$ cat src/conveyor_color_reject_sequencer_assert.svh
// ----------------------------------------------------------------------------
// Conveyor colour reject sequencer: assertion macros
// Shared property forms for the sequencer and its remainder unit.
// ----------------------------------------------------------------------------
`ifndef CONVEYOR_COLOR_REJECT_SEQUENCER_ASSERT_SVH
`define CONVEYOR_COLOR_REJECT_SEQUENCER_ASSERT_SVH

// Same-cycle implication, checked out of reset.
`define CCRS_ASSERT_SAME(lbl, ante, cons, msg) \
	lbl: assert property (@(posedge clk) disable iff (!arst_n) (ante) |-> (cons)) \
		else $error(msg);

// Next-cycle implication, checked out of reset.
`define CCRS_ASSERT_NEXT(lbl, ante, cons, msg) \
	lbl: assert property (@(posedge clk) disable iff (!arst_n) (ante) |=> (cons)) \
		else $error(msg);

`endif

$ cat src/ccrs_pkg.sv
// ----------------------------------------------------------------------------
// Conveyor colour reject sequencer: package
// Register map, reset values, speed codes, phase and sequencer types.
// ----------------------------------------------------------------------------
package ccrs_pkg;

	localparam int POSITION_BITS_DEF = 32;

	localparam int CFG_IDX_W  = 3;
	localparam int CFG_DATA_W = 12;

	// Width of the small signed offset added to the position for a new target
	localparam int TGT_K_W = 15;

	typedef enum logic [CFG_IDX_W-1:0] {
		CFG_REVOLUTION = 3'd0,
		CFG_SECOND_HOOK = 3'd1,
		CFG_VISION_TOP = 3'd2,
		CFG_TOLERANCE = 3'd3,
		CFG_EJECT = 3'd4,
		CFG_COOLDOWN = 3'd5,
		CFG_MIN_COVERAGE = 3'd6,
		CFG_LEFT_LIMIT = 3'd7
	} cfg_reg_t;

	localparam logic [11:0] RST_REVOLUTION   = 12'd1480;
	localparam logic [11:0] RST_SECOND_HOOK  = 12'd760;
	localparam logic [11:0] RST_VISION_TOP   = 12'd360;
	localparam logic [9:0]  RST_TOLERANCE    = 10'd50;
	localparam logic [11:0] RST_EJECT        = 12'd100;
	localparam logic [11:0] RST_COOLDOWN     = 12'd200;
	localparam logic [8:0]  RST_MIN_COVERAGE = 9'd160;
	localparam logic [8:0]  RST_LEFT_LIMIT   = 9'd80;

	localparam logic signed [8:0] SPEED_NONE    = 9'sd0;
	localparam logic signed [8:0] SPEED_SLOW    = 9'sd150;
	localparam logic signed [8:0] SPEED_REVERSE = -9'sd200;
	localparam logic signed [8:0] SPEED_FORWARD = 9'sd200;

	typedef enum logic [2:0] {
		PH_IDLE = 3'd0,
		PH_IN_VIEW = 3'd1,
		PH_TRANSPORT = 3'd2,
		PH_EJECT = 3'd3,
		PH_RECOVER = 3'd4
	} phase_t;

	typedef enum logic [1:0] {
		SEQ_IDLE,
		SEQ_MOD,
		SEQ_SUM
	} seq_t;

	// Status of the remainder unit
	typedef struct packed {
		logic busy;
		logic done;
	} mod_st_t;

endpackage

$ cat src/ccrs_if.sv
// ----------------------------------------------------------------------------
// Conveyor colour reject sequencer: channel interfaces
// Tick channel in and result channel out, valid/ready handshake.
// ----------------------------------------------------------------------------
interface ccrs_in_if #(parameter int PB = ccrs_pkg::POSITION_BITS_DEF);
	logic                 valid;
	logic                 ready;
	logic                 conveyor_forward;
	logic                 keep_blue;
	logic [8:0]           red_width;
	logic signed [9:0]    red_left;
	logic [8:0]           blue_width;
	logic signed [9:0]    blue_left;
	logic signed [PB-1:0] motor_position;

	modport source (output valid, conveyor_forward, keep_blue, red_width, red_left,
		blue_width, blue_left, motor_position, input ready);
	modport sink (input valid, conveyor_forward, keep_blue, red_width, red_left,
		blue_width, blue_left, motor_position, output ready);
endinterface

interface ccrs_out_if #(parameter int PB = ccrs_pkg::POSITION_BITS_DEF);
	logic                 valid;
	logic                 ready;
	logic [2:0]           sort_phase;
	logic                 speed_valid;
	logic signed [8:0]    speed_rpm;
	logic signed [PB-1:0] target_position;

	modport source (output valid, sort_phase, speed_valid, speed_rpm, target_position,
		input ready);
	modport sink (input valid, sort_phase, speed_valid, speed_rpm, target_position,
		output ready);
endinterface

$ cat src/ccrs_mod_unit.sv
// ----------------------------------------------------------------------------
// Conveyor colour reject sequencer: floor-mod unit
// Bit-serial restoring remainder of a signed position by a 12-bit length.
// ----------------------------------------------------------------------------
module ccrs_mod_unit #(
	parameter int PB = ccrs_pkg::POSITION_BITS_DEF
) (
	input  logic                  clk,
	input  logic                  arst_n,
	input  logic                  start,
	input  logic signed [PB-1:0]  dividend,
	input  logic [11:0]           rev,
	output logic [11:0]           off,
	output ccrs_pkg::mod_st_t     st
);
	import ccrs_pkg::*;

	localparam int CNT_W = $clog2(PB);

	logic [PB-1:0]    mag_q;
	logic [11:0]      r_q;
	logic             neg_q;
	logic [CNT_W-1:0] cnt_q;
	logic             busy_q;
	logic             done_q;

	logic [12:0] trial;
	logic        take;
	logic [11:0] r_nxt;

	// One quotient bit per cycle, most significant first
	assign trial = {r_q, mag_q[PB-1]};
	assign take  = trial >= {1'b0, rev};
	assign r_nxt = take ? 12'(trial - {1'b0, rev}) : trial[11:0];

	always_ff @(posedge clk or negedge arst_n) begin
		if (!arst_n) begin
			busy_q <= 1'b0;
			done_q <= 1'b0;
			cnt_q  <= '0;
		end else begin
			done_q <= 1'b0;
			if (start) begin
				busy_q <= 1'b1;
				cnt_q  <= '0;
			end else if (busy_q) begin
				cnt_q <= cnt_q + 1'b1;
				if (cnt_q == CNT_W'(PB - 1)) begin
					busy_q <= 1'b0;
					done_q <= 1'b1;
				end
			end
		end
	end

	always_ff @(posedge clk) begin
		if (start) begin
			neg_q <= dividend[PB-1];
			mag_q <= dividend[PB-1] ? PB'(-dividend) : PB'(dividend);
			r_q   <= '0;
		end else if (busy_q) begin
			mag_q <= {mag_q[PB-2:0], 1'b0};
			r_q   <= r_nxt;
		end
	end

	// Fold the magnitude remainder back to a floor remainder
	always_comb begin
		if (rev == '0) begin
			off = '0;
		end else if (neg_q && r_q != '0) begin
			off = rev - r_q;
		end else begin
			off = r_q;
		end
	end

	assign st.busy = busy_q;
	assign st.done = done_q;

	`include "conveyor_color_reject_sequencer_assert.svh"

	`CCRS_ASSERT_SAME(a_busy_done_excl, busy_q, !done_q, "busy and done together")
	`CCRS_ASSERT_SAME(a_start_idle, start, !busy_q && !done_q, "start while working")
	`CCRS_ASSERT_NEXT(a_start_busy, start, busy_q, "start did not raise busy")
	`CCRS_ASSERT_SAME(a_rem_range, busy_q && rev != '0, r_q < rev, "remainder out of range")

endmodule

$ cat src/conveyor_color_reject_sequencer.sv
// ----------------------------------------------------------------------------
// Conveyor colour reject sequencer: top level
// Five-phase reject sequence per poll tick, with stop target computation.
// ----------------------------------------------------------------------------
//  channel   dir  handshake              payload
//  item      in   item.valid/ready       forward, colour, detections, position
//  result    out  result.valid/ready     phase, speed command, stop target
//  cfg       in   cfg_we                 cfg_index, cfg_data (8 registers)
//
//  A tick's result is registered the cycle after it is accepted, except the
//  tick on which the unwanted item leaves view: that one goes through the
//  bit-serial remainder unit, one position bit a cycle, and then a target sum
//  step. One tick is in work at a time; the next beat is taken in the cycle its
//  result is taken. Reset clears the phase to idle, the target to zero and
//  loads the register defaults. A stalled result holds all state.
// ----------------------------------------------------------------------------
module conveyor_color_reject_sequencer #(
	parameter int POSITION_BITS = ccrs_pkg::POSITION_BITS_DEF
) (
	input  logic                            clk,
	input  logic                            arst_n,
	ccrs_in_if.sink                         item,
	ccrs_out_if.source                      result,
	input  logic                            cfg_we,
	input  logic [ccrs_pkg::CFG_IDX_W-1:0]  cfg_index,
	input  logic [ccrs_pkg::CFG_DATA_W-1:0] cfg_data
);
	import ccrs_pkg::*;

	localparam int PB = POSITION_BITS;
	localparam int KW = TGT_K_W;

	// Configuration registers
	logic [11:0] rev_q;
	logic [11:0] hook2_q;
	logic [11:0] vtop_q;
	logic [9:0]  tol_q;
	logic [11:0] eject_q;
	logic [11:0] cool_q;
	logic [8:0]  mincov_q;
	logic [8:0]  leftlim_q;

	// Sequence state
	phase_t               phase_q;
	logic signed [PB-1:0] tgt_q;
	seq_t                 seq_q;
	seq_t                 seq_nxt;

	// Held across the remainder pass
	logic signed [PB-1:0] pos_q;
	logic signed [KW-1:0] k_q;

	// Result register
	logic                 out_valid_q;
	logic                 spd_valid_q;
	logic signed [8:0]    spd_q;

	logic                 in_ready;
	logic                 fire;
	logic                 mod_start;
	logic [11:0]          mod_off;
	mod_st_t              mod_st;

	logic [8:0]           sel_width;
	logic signed [10:0]   sel_left;
	logic                 leaving;
	logic                 need_mod;
	logic                 pos_ge;
	logic                 pos_le;
	logic signed [13:0]   eject_delta;
	logic signed [13:0]   cool_delta;

	phase_t               nxt_phase;
	logic signed [PB-1:0] nxt_tgt;
	logic                 nxt_spd_valid;
	logic signed [8:0]    nxt_spd;

	logic [12:0]          off_plus_tol;
	logic [11:0]          hook_add;
	logic signed [KW-1:0] k_nxt;

	// ------------------------------------------------------------------
	// Configuration writes
	// ------------------------------------------------------------------
	always_ff @(posedge clk or negedge arst_n) begin
		if (!arst_n) begin
			rev_q     <= RST_REVOLUTION;
			hook2_q   <= RST_SECOND_HOOK;
			vtop_q    <= RST_VISION_TOP;
			tol_q     <= RST_TOLERANCE;
			eject_q   <= RST_EJECT;
			cool_q    <= RST_COOLDOWN;
			mincov_q  <= RST_MIN_COVERAGE;
			leftlim_q <= RST_LEFT_LIMIT;
		end else if (cfg_we) begin
			unique case (cfg_reg_t'(cfg_index))
				CFG_REVOLUTION:   rev_q     <= cfg_data;
				CFG_SECOND_HOOK:  hook2_q   <= cfg_data;
				CFG_VISION_TOP:   vtop_q    <= cfg_data;
				CFG_TOLERANCE:    tol_q     <= cfg_data[9:0];
				CFG_EJECT:        eject_q   <= cfg_data;
				CFG_COOLDOWN:     cool_q    <= cfg_data;
				CFG_MIN_COVERAGE: mincov_q  <= cfg_data[8:0];
				CFG_LEFT_LIMIT:   leftlim_q <= cfg_data[8:0];
				default:          ;
			endcase
		end
	end

	// ------------------------------------------------------------------
	// Tick decode: always watch the unwanted colour
	// ------------------------------------------------------------------
	assign fire      = item.valid && in_ready;
	assign sel_width = item.keep_blue ? item.red_width : item.blue_width;
	assign sel_left  = item.keep_blue ? 11'(item.red_left) : 11'(item.blue_left);
	assign leaving   = (sel_left > $signed({2'b00, leftlim_q}))
		&& (sel_left < $signed({2'b00, mincov_q}));
	assign need_mod  = item.conveyor_forward && phase_q == PH_IN_VIEW && leaving;

	assign pos_ge = item.motor_position >= tgt_q;
	assign pos_le = item.motor_position <= tgt_q;

	// Stop-target steps for the eject and recover entries
	assign eject_delta = $signed({3'b000, tol_q, 1'b0}) - $signed({2'b00, eject_q});
	assign cool_delta  = $signed({2'b00, cool_q}) - $signed({3'b000, tol_q, 1'b0});

	// Combinational phase step; the leaving-view step goes through the remainder
	always_comb begin
		nxt_phase     = phase_q;
		nxt_tgt       = tgt_q;
		nxt_spd_valid = 1'b0;
		nxt_spd       = SPEED_NONE;
		if (item.conveyor_forward) begin
			unique case (phase_q)
				PH_IDLE: begin
					if (sel_width >= mincov_q) begin
						nxt_phase     = PH_IN_VIEW;
						nxt_spd_valid = 1'b1;
						nxt_spd       = SPEED_SLOW;
					end
				end
				PH_IN_VIEW: ;
				PH_TRANSPORT: begin
					if (pos_ge) begin
						nxt_phase     = PH_EJECT;
						nxt_spd_valid = 1'b1;
						nxt_spd       = SPEED_REVERSE;
						nxt_tgt       = tgt_q + PB'(eject_delta);
					end
				end
				PH_EJECT: begin
					if (pos_le) begin
						nxt_phase     = PH_RECOVER;
						nxt_spd_valid = 1'b1;
						nxt_spd       = SPEED_FORWARD;
						nxt_tgt       = tgt_q + PB'(cool_delta);
					end
				end
				PH_RECOVER: begin
					if (pos_ge) begin
						nxt_phase = PH_IDLE;
						nxt_tgt   = '0;
					end
				end
				default: nxt_phase = PH_IDLE;
			endcase
		end
	end

	// ------------------------------------------------------------------
	// Hook choice: first hook, first hook next turn, or second hook
	// ------------------------------------------------------------------
	assign off_plus_tol = {1'b0, mod_off} + {3'b000, tol_q};

	always_comb begin
		if (mod_off < {2'b00, tol_q}) begin
			hook_add = '0;
		end else if (off_plus_tol > {1'b0, rev_q}) begin
			hook_add = rev_q;
		end else begin
			hook_add = hook2_q;
		end
	end

	assign k_nxt = $signed({3'b000, vtop_q}) - $signed({5'b00000, tol_q})
		+ $signed({3'b000, hook_add}) - $signed({3'b000, mod_off});

	ccrs_mod_unit #(.PB(PB)) u_mod (
		.clk      (clk),
		.arst_n   (arst_n),
		.start    (mod_start),
		.dividend (item.motor_position),
		.rev      (rev_q),
		.off      (mod_off),
		.st       (mod_st)
	);

	// ------------------------------------------------------------------
	// Sequencer: next state
	// ------------------------------------------------------------------
	always_comb begin
		seq_nxt = seq_q;
		unique case (seq_q)
			SEQ_IDLE: if (fire && need_mod) seq_nxt = SEQ_MOD;
			SEQ_MOD:  if (mod_st.done) seq_nxt = SEQ_SUM;
			SEQ_SUM:  seq_nxt = SEQ_IDLE;
			default:  seq_nxt = SEQ_IDLE;
		endcase
	end

	// Sequencer: outputs
	always_comb begin
		in_ready  = 1'b0;
		mod_start = 1'b0;
		unique case (seq_q)
			SEQ_IDLE: begin
				in_ready  = !out_valid_q || result.ready;
				mod_start = item.valid && in_ready && need_mod;
			end
			SEQ_MOD:  ;
			SEQ_SUM:  ;
			default:  ;
		endcase
	end

	always_ff @(posedge clk or negedge arst_n) begin
		if (!arst_n) begin
			seq_q       <= SEQ_IDLE;
			phase_q     <= PH_IDLE;
			tgt_q       <= '0;
			out_valid_q <= 1'b0;
		end else begin
			seq_q <= seq_nxt;
			if (fire && !need_mod) begin
				// Hold phase and target as the result of this beat
				phase_q     <= nxt_phase;
				tgt_q       <= nxt_tgt;
				out_valid_q <= 1'b1;
			end else if (seq_q == SEQ_SUM) begin
				phase_q     <= PH_TRANSPORT;
				tgt_q       <= pos_q + PB'(k_q);
				out_valid_q <= 1'b1;
			end else if (result.ready) begin
				out_valid_q <= 1'b0;
			end
		end
	end

	always_ff @(posedge clk) begin
		if (fire) begin
			pos_q       <= item.motor_position;
			spd_valid_q <= need_mod ? 1'b0 : nxt_spd_valid;
			spd_q       <= need_mod ? SPEED_NONE : nxt_spd;
		end
		if (seq_q == SEQ_MOD && mod_st.done) begin
			k_q <= k_nxt;
		end
	end

	assign item.ready             = in_ready;
	assign result.valid           = out_valid_q;
	assign result.sort_phase      = phase_q;
	assign result.speed_valid     = spd_valid_q;
	assign result.speed_rpm       = spd_q;
	assign result.target_position = tgt_q;

	`include "conveyor_color_reject_sequencer_assert.svh"

	`CCRS_ASSERT_SAME(a_busy_no_result, seq_q != SEQ_IDLE, !out_valid_q,
		"result shown while a target is in work")
	`CCRS_ASSERT_NEXT(a_done_to_sum, mod_st.done, seq_q == SEQ_SUM,
		"remainder done without target sum")
	`CCRS_ASSERT_SAME(a_idle_target_zero, phase_q == PH_IDLE, tgt_q == '0,
		"idle phase with a live target")
	`CCRS_ASSERT_SAME(a_speed_phase, out_valid_q && spd_valid_q,
		phase_q == PH_IN_VIEW || phase_q == PH_EJECT || phase_q == PH_RECOVER,
		"speed command in a phase without one")

endmodule
$ cat src/flat_wrapper.sv
// flat-port wrapper written by rule: the top's interface ports become plain ports
module conveyor_color_reject_sequencer_flat import ccrs_pkg::*;
#(
	parameter int POSITION_BITS = ccrs_pkg::POSITION_BITS_DEF
)
  (clk, arst_n, cfg_we, cfg_index, cfg_data, item_valid, item_conveyor_forward, item_keep_blue, item_red_width, item_red_left, item_blue_width, item_blue_left, item_motor_position, item_ready, result_valid, result_sort_phase, result_speed_valid, result_speed_rpm, result_target_position, result_ready);
  ccrs_in_if item_i ();
  ccrs_out_if result_i ();
  input  logic clk;
  input  logic arst_n;
  input  logic cfg_we;
  input  logic [ccrs_pkg::CFG_IDX_W-1:0] cfg_index;
  input  logic [ccrs_pkg::CFG_DATA_W-1:0] cfg_data;
  input wire logic [$bits(item_i.valid)-1:0] item_valid;
  input wire logic [$bits(item_i.conveyor_forward)-1:0] item_conveyor_forward;
  input wire logic [$bits(item_i.keep_blue)-1:0] item_keep_blue;
  input wire logic [$bits(item_i.red_width)-1:0] item_red_width;
  input wire logic [$bits(item_i.red_left)-1:0] item_red_left;
  input wire logic [$bits(item_i.blue_width)-1:0] item_blue_width;
  input wire logic [$bits(item_i.blue_left)-1:0] item_blue_left;
  input wire logic [$bits(item_i.motor_position)-1:0] item_motor_position;
  output wire logic [$bits(item_i.ready)-1:0] item_ready;
  output wire logic [$bits(result_i.valid)-1:0] result_valid;
  output wire logic [$bits(result_i.sort_phase)-1:0] result_sort_phase;
  output wire logic [$bits(result_i.speed_valid)-1:0] result_speed_valid;
  output wire logic [$bits(result_i.speed_rpm)-1:0] result_speed_rpm;
  output wire logic [$bits(result_i.target_position)-1:0] result_target_position;
  input wire logic [$bits(result_i.ready)-1:0] result_ready;
  assign item_i.valid = item_valid;
  assign item_i.conveyor_forward = item_conveyor_forward;
  assign item_i.keep_blue = item_keep_blue;
  assign item_i.red_width = item_red_width;
  assign item_i.red_left = item_red_left;
  assign item_i.blue_width = item_blue_width;
  assign item_i.blue_left = item_blue_left;
  assign item_i.motor_position = item_motor_position;
  assign item_ready = item_i.ready;
  assign result_valid = result_i.valid;
  assign result_sort_phase = result_i.sort_phase;
  assign result_speed_valid = result_i.speed_valid;
  assign result_speed_rpm = result_i.speed_rpm;
  assign result_target_position = result_i.target_position;
  assign result_i.ready = result_ready;
  conveyor_color_reject_sequencer #(.POSITION_BITS(POSITION_BITS)) u_core (.clk(clk), .arst_n(arst_n), .item(item_i), .result(result_i), .cfg_we(cfg_we), .cfg_index(cfg_index), .cfg_data(cfg_data));
endmodule
$ cat config.mk
export PLATFORM = sky130hd
export DESIGN_NAME = conveyor_color_reject_sequencer_flat
export DESIGN_NICKNAME = d
export VERILOG_FILES = /design/src/ccrs_pkg.sv /design/src/ccrs_if.sv /design/src/ccrs_mod_unit.sv /design/src/conveyor_color_reject_sequencer.sv /design/src/flat_wrapper.sv
export VERILOG_INCLUDE_DIRS = /design/src /design/src/src
export SDC_FILE = /design/constraint.sdc
export NUM_CORES = 1
export LEC_CHECK = 0
export ABC_AREA = 1
export BUFFER_PORTS_ARGS = -buffer_cell sky130_fd_sc_hd__buf_4
export CAP_MARGIN = 20
export CELL_PAD_IN_SITES_DETAIL_PLACEMENT = 1
export CELL_PAD_IN_SITES_GLOBAL_PLACEMENT = 1
export CORE_MARGIN = 1.5
export CORE_UTILIZATION = 40
export DETAILED_ROUTE_END_ITERATION = 7
export PLACE_DENSITY_LB_ADDON = 0.3
export SKIP_CTS_REPAIR_TIMING = 1
export SYNTH_ARGS = -nofsm -noshare
export SYNTH_HDL_FRONTEND = slang
export SYNTH_SLANG_ARGS = --single-unit
export TNS_END_PERCENT = 100
$ cat constraint.sdc
create_clock -name clk -period 7.3 [get_ports clk]
set_clock_uncertainty 0.1 [all_clocks]
set_input_delay 1.825 -clock clk [delete_from_list [all_inputs] [get_ports clk]]
set_output_delay 1.825 -clock clk [all_outputs]
set_load 0.05 [all_outputs]
==> results.txt, run 1 <==
Post-Route WL: 72300 um
Count of cell types in the netlist: 58
CTS sink cnt: 232
WP data required: 7.52 ns
Status: complete, no violations
CTS clk-pin slew, worst paths: 0.06 ns
Storage cell area: 0.00622 mm^2
Final period utilization: 0.954
Rel. slew slack: 0.381
Placer Congestion: 0.937
Initial DRC Count: 873
Max H-tree Level: 1
Vias per Instance: 5.39
Post-layout util: 0.464
Core Area: 0.0504 mm^2
Largest net degree at the start of global routing: 70
Global-route wire length before repair: 113000 um
Placed cell count: 3580
Slowest CP cell: dfstp_2
Pre-Repair DR Iteration Count: 5
Post-synth ARST share: 0.573
GRT Total Usage: 0.271
Row cnt: 82
Worst vdd ir: 0.000438 V
Final Hold Fails: 0
Post-synth EDFFs: 87
Cell Pwr Density: 561 mW/mm^2
Clock root buffer: clkbuf_16
Slew Viols, Final: 0
HPWL after DPL: 58500 um
Die height: 229 um
Leakage power: 11.7 nW
Fin crit period: 6.97 ns
Reg2Reg Depth: 35
Count of input and output buffers: 137
Final nets: 3284
Critical Path Fanout Max: 5
Largest stage delay, worst path: 0.59 ns
Hold/Removal Path Class: reg2reg
Leading cell types in the layout, fill and taps excluded: nand2_1 (667), inv_1 (395), nor2_1 (223)
P&R area growth vs syn: 14.2%
Initial antenna violation count: 1
Share of cells above drive strength 1: 0.114
Initial core utilization: 0.406
Most frequent CP cell: nand2_1
Worst skew pair latency: 0.59 ns
CP endpoint kind: flop
Crit path kind: reg2reg
Synth Flop Type: dfrtp_1
Per-cell routed wire length: 19.8 um
Syn nets: 3142
Gr ovfl total: 0
F_max: 144 MHz
Mapped cell area: 0.0205 mm^2
Clk buf depth: 3
Via count: 19600
Finished Layout Cells: 3645
Post-route DRC violation count: 0
WHS Path Cells: 2
Vias in the first global route: 20900
Worst-margin pin slew: 0.925 ns
Synthesized flop and latch total: 232
Total power draw: 13.1 mW
Die width: 229 um
Final hold slack: 0.384 ns
CTS tree: built
Ys Warns: 0
CP arrival: 7.19 ns
N_diodes: 0
ANT nets after route: 0
Sequential area share after synthesis: 0.304
Die footprint: 0.0526 mm^2
Syn_area_per_cell: 7.29 um^2
Most common cell after layout, fill and taps aside: nand2_1
Ports: 139
Synth Instances: 2807
MaxCap Viol Count: 0
Area of the multi-input gates: 0.0125 mm^2
Total CTS buffers: 31
Setup violations, final: 0
Critical path launch point type: flop
Final-layout fill cell count: 6393
==> cell usage after synthesis, drive strengths merged, types with 2 or more instances <==
cell type,n,area (um^2)
nand4,46,288
o21ai,218,1090
o21a,7,52.6
edfxtp,87,2610
dfrtp,105,2630
nor2,230,903
nor4,5,31.3
mux2,3,33.8
a22oi,11,82.6
o22ai,19,119
a21oi,195,976
dfxtp,12,240
a211oi,3,22.5
mux2i,2,20.0
inv,407,1530
o21bai,15,113
xnor2,45,394
dfstp,28,736
ha,223,2790
and2,4,25.0
o211ai,6,45.0
buf,29,210
and3,3,18.8
nand3b,8,60.1
or2,12,75.1
a31oi,14,87.6
o31ai,6,45.0
nor3,40,210
a21o,13,97.6
fa,20,400
nand3,160,813
nand2,708,2800
o2111ai,2,17.5
a21boi,9,67.6
clkbuf,26,97.6
a221oi,2,17.5
xor2,77,674
==> report_power, final <==
part	switching, mW	internal [mW]
registers	0.344	1.90
clock network	0.639	0.995
logic	5.87	3.37
total	6.85	6.26
==> final timing paths <==
check	startpoint	endpoint	slack, ns
max	u_core.rev_q[3]	u_core.k_q[11]	0.33
min	u_core.mincov_q[6]	u_core.mincov_q[6]	0.38
max reg2reg	u_core.rev_q[3]	u_core.k_q[11]	0.33
min reg2reg	u_core.mincov_q[6]	u_core.mincov_q[6]	0.38
max in group asynchronous	arst_n	u_core.vtop_q[7]	4.53
min in group asynchronous	arst_n	u_core.result.target_position[26]	1.14
==> sequential cells by signal (all words and copies together), names as in the netlist, 10 cells and up <==
name and flops:
u_core.result.target_position 32, u_core.cool_q 12, u_core.tol_q 10, u_core.u_mod.r_q 12, u_core.hook2_q 12, u_core.u_mod.mag_q 32
u_core.rev_q 12, u_core.vtop_q 12, u_core.k_q 15, u_core.pos_q 32, u_core.eject_q 12
==> area by class of cell <==
type,count,area share
clock buffers,39,0.0362
clock inverters,18,0.0100
inverters,408,0.0657
multi-input cells,2112,0.533
flip-flops and latches,232,0.266
well taps,672,0.0359
repair buffers,164,0.0528
==> through the flow <==
step | TNS [ns] | worst slack (ns) | instance area (um^2)
after floorplan | 0 | 0.756 | 20500
after global routing | -0.0246 | -0.0145 | 23400
after CTS | 0 | 0.00266 | 23300
after global placement | 0 | 0.376 | 22200
after detailed placement | 0 | 0.0296 | 22200
final | 0 | 0.333 | 23400
==> worst max-delay path, delay by kind of cell, from the launching register on <==
| family | cells | cell delay [ns] |
|---|---|---|
| AOI/OAI and AO/OA | 14 | 2.43 |
| adders and majority gates | 5 | 1.82 |
| and+or+nand+nor | 9 | 0.71 |
| DFF | 1 | 0.59 |
| xor gates and xnor gates | 3 | 0.52 |
| buffers and inverters | 4 | 0.52 |
==> routing by layer <==
| metal | track usage | routed length, um | up-vias |
|---|---|---|---|
| li1 | - | - | 9564 |
| met1 | 0.335 | 31200 | 9531 |
| met2 | 0.485 | 35800 | 398 |
| met3 | 0.0249 | 2210 | 148 |
| met4 | 0.108 | 3100 | 0 |
| met5 | 0 | 0 | - |
==> cell families after synthesis <==
group                    count (synthesis)  synth area share
AO/OA/AOI/OAI                          524             0.140
XOR/XNOR                               122            0.0522
adder cells (fa/ha/maj)                243             0.156
buffers and inverters                  463            0.0900
flip-flops                             232             0.304
multiplexers                             5           0.00263
other                                    1          0.000183
AND/OR/NAND/NOR                       1217             0.256
(Power assumes the default switching activity.)
==> run 2, diff against run 1 <==
PLACE_DENSITY_LB_ADDON = 0.1   (was 0.3)
REMOVE_ABC_BUFFERS = 1   (was unset)
==> run 2 against run 1 <==
Effect of this change: sequential power about the same; power down 1.3%; die area unchanged; critical path depth up 8; routed wire length up 2.3%; critical endpoint is now u_core.k_q[14].
==> results.txt, run 2 (synthesis gave the netlist of run 1 again) <==
Initial core utilization: 0.406
CP arrival: 7.17 ns
Worst r2r src: u_core.rev_q[0]
Total CTS buffers: 30
Initial antenna violation count: 0
Setup violations, final: 0
CP endpoint kind: flop
Cell Pwr Density: 553 mW/mm^2
Metal2 WL: 37600 um
Final period utilization: 0.950
Core Area: 0.0504 mm^2
P&R area growth vs syn: 14.3%
Worst vdd ir: 0.000368 V
Setup crit start: u_core.rev_q[0]
Final Hold Fails: 0
Placer Congestion: 0.926
Via count: 19500
Top routing layer in use: met4
Largest net degree at the start of global routing: 78
Share of cells above drive strength 1: 0.116
Count of input and output buffers: 137
Fin crit period: 6.94 ns
F_max: 144 MHz
Crit path kind: reg2reg
Most common cell after layout, fill and taps aside: nand2_1
N_diodes: 0
Slew Viols, Final: 0
Vias per Instance: 5.36
Per-cell routed wire length: 20.3 um
Post-route DRC violation count: 0
Leakage power: 11.6 nW
Worst-margin pin slew: 1.01 ns
ANT nets after route: 0
RR Endpoint: u_core.k_q[14]
Die footprint: 0.0526 mm^2
Worst skew pair latency: 0.59 ns
Critical path launch point type: flop
WP data required: 7.53 ns
CTS sink cnt: 232
Largest stage delay, worst path: 0.51 ns
HPWL after DPL: 59900 um
Max H-tree Level: 1
Hold/Removal Path Class: reg2reg
Ports: 139
Die width: 229 um
Rel. slew slack: 0.324
Leading cell types in the layout, fill and taps excluded: nand2_1 (666), inv_1 (395), nor2_1 (224)
Global-route wire length before repair: 116000 um
Wl on met1: 31400 um
Final hold slack: 0.374 ns
CTS clk-pin slew, worst paths: 0.06 ns
Fin worst setup slack: 0.364 ns
MaxCap Viol Count: 0
Post-Route WL: 73900 um
Clock root buffer: clkbuf_16
WL met3: 2080 um
Vias in the first global route: 20700
Total power draw: 12.9 mW
FF-to-FF setup slack: 0.36 ns
Status: complete, no violations
Slowest CP cell: fa_1
CTS tree: built
Initial DRC Count: 939
Most frequent CP cell: nand2_1
GRT Total Usage: 0.280
Row cnt: 82
Die height: 229 um
Clk buf depth: 3
Pre-Repair DR Iteration Count: 5
Final nets: 3282
Critical Path Fanout Max: 12
CP endpoint: u_core.k_q[14]
Gr ovfl total: 0
DP Worst Slack: 0.0602 ns
Post-layout util: 0.464
Reg2Reg Depth: 43
-- run 2: changes by cell type in the layout (fill, tap and decap cells not counted), moves of 2 or more --
cell	before	now
bufinv_16	5	3
inv_4	4	1
ha_1	220	217
ha_4	0	5
nand2_2	33	35
o21ai_2	1	3
clkinv_2	4	9
ha_2	3	1
-- run 2: report_power, final --
group	internal [mW]	switching [mW]
clock	0.892	0.645
combinational	3.34	5.80
sequential	1.90	0.352
total	6.13	6.80
-- run 2: worst min-delay path by stage --
stage / from / to / slack (ns) / cells after the start
finish: u_core.u_mod.done_q / u_core.seq_q[0] / 0.37 / 1
global route: u_core.u_mod.done_q / u_core.seq_q[0] / 0.40 / 1
CTS: u_core.cool_q[1] / u_core.cool_q[1] / 0.39 / 2
detailed placement: u_core.cool_q[1] / u_core.cool_q[1] / 0.38 / 2
global placement: u_core.u_mod.done_q / u_core.seq_q[0] / 0.36 / 1
floorplan: u_core.u_mod.done_q / u_core.seq_q[0] / 0.34 / 1
-- run 2: layout make-up --
class | instances | area, um^2
inverter | 408 | 1530
clock buffer | 37 | 807
multi-input combinational | 2112 | 12600
timing repair buffer | 163 | 1250
fill | 6382 | 27000
sequential | 232 | 6220
clock inverter | 19 | 194
tap | 672 | 841
-- run 2: worst max-delay path, delay by kind of cell (launching register included) --
kind	cells	cell delay, ns
adders and majority gates	6	2.11
AOI/OAI and AO/OA	11	1.54
and+or+nand+nor	16	1.43
buffers and inverters	9	0.90
DFF	1	0.44
xor gates and xnor gates	1	0.14
-- run 2: stage by stage --
step,TNS [ns],cell area (um^2),instances
after global routing,-0.115,23400,3643
final,0,23400,3643
after CTS,-0.00464,23200,3639
after floorplan,0,20200,2752
after global placement,0,22200,3583
after detailed placement,0,22200,3583
-- run 2: routing by layer --
metal  GRT usage  up-vias
met4       0.104        0
met5           0        -
li1            -     9556
met3      0.0235      112
met1       0.338     9529
met2       0.515      323
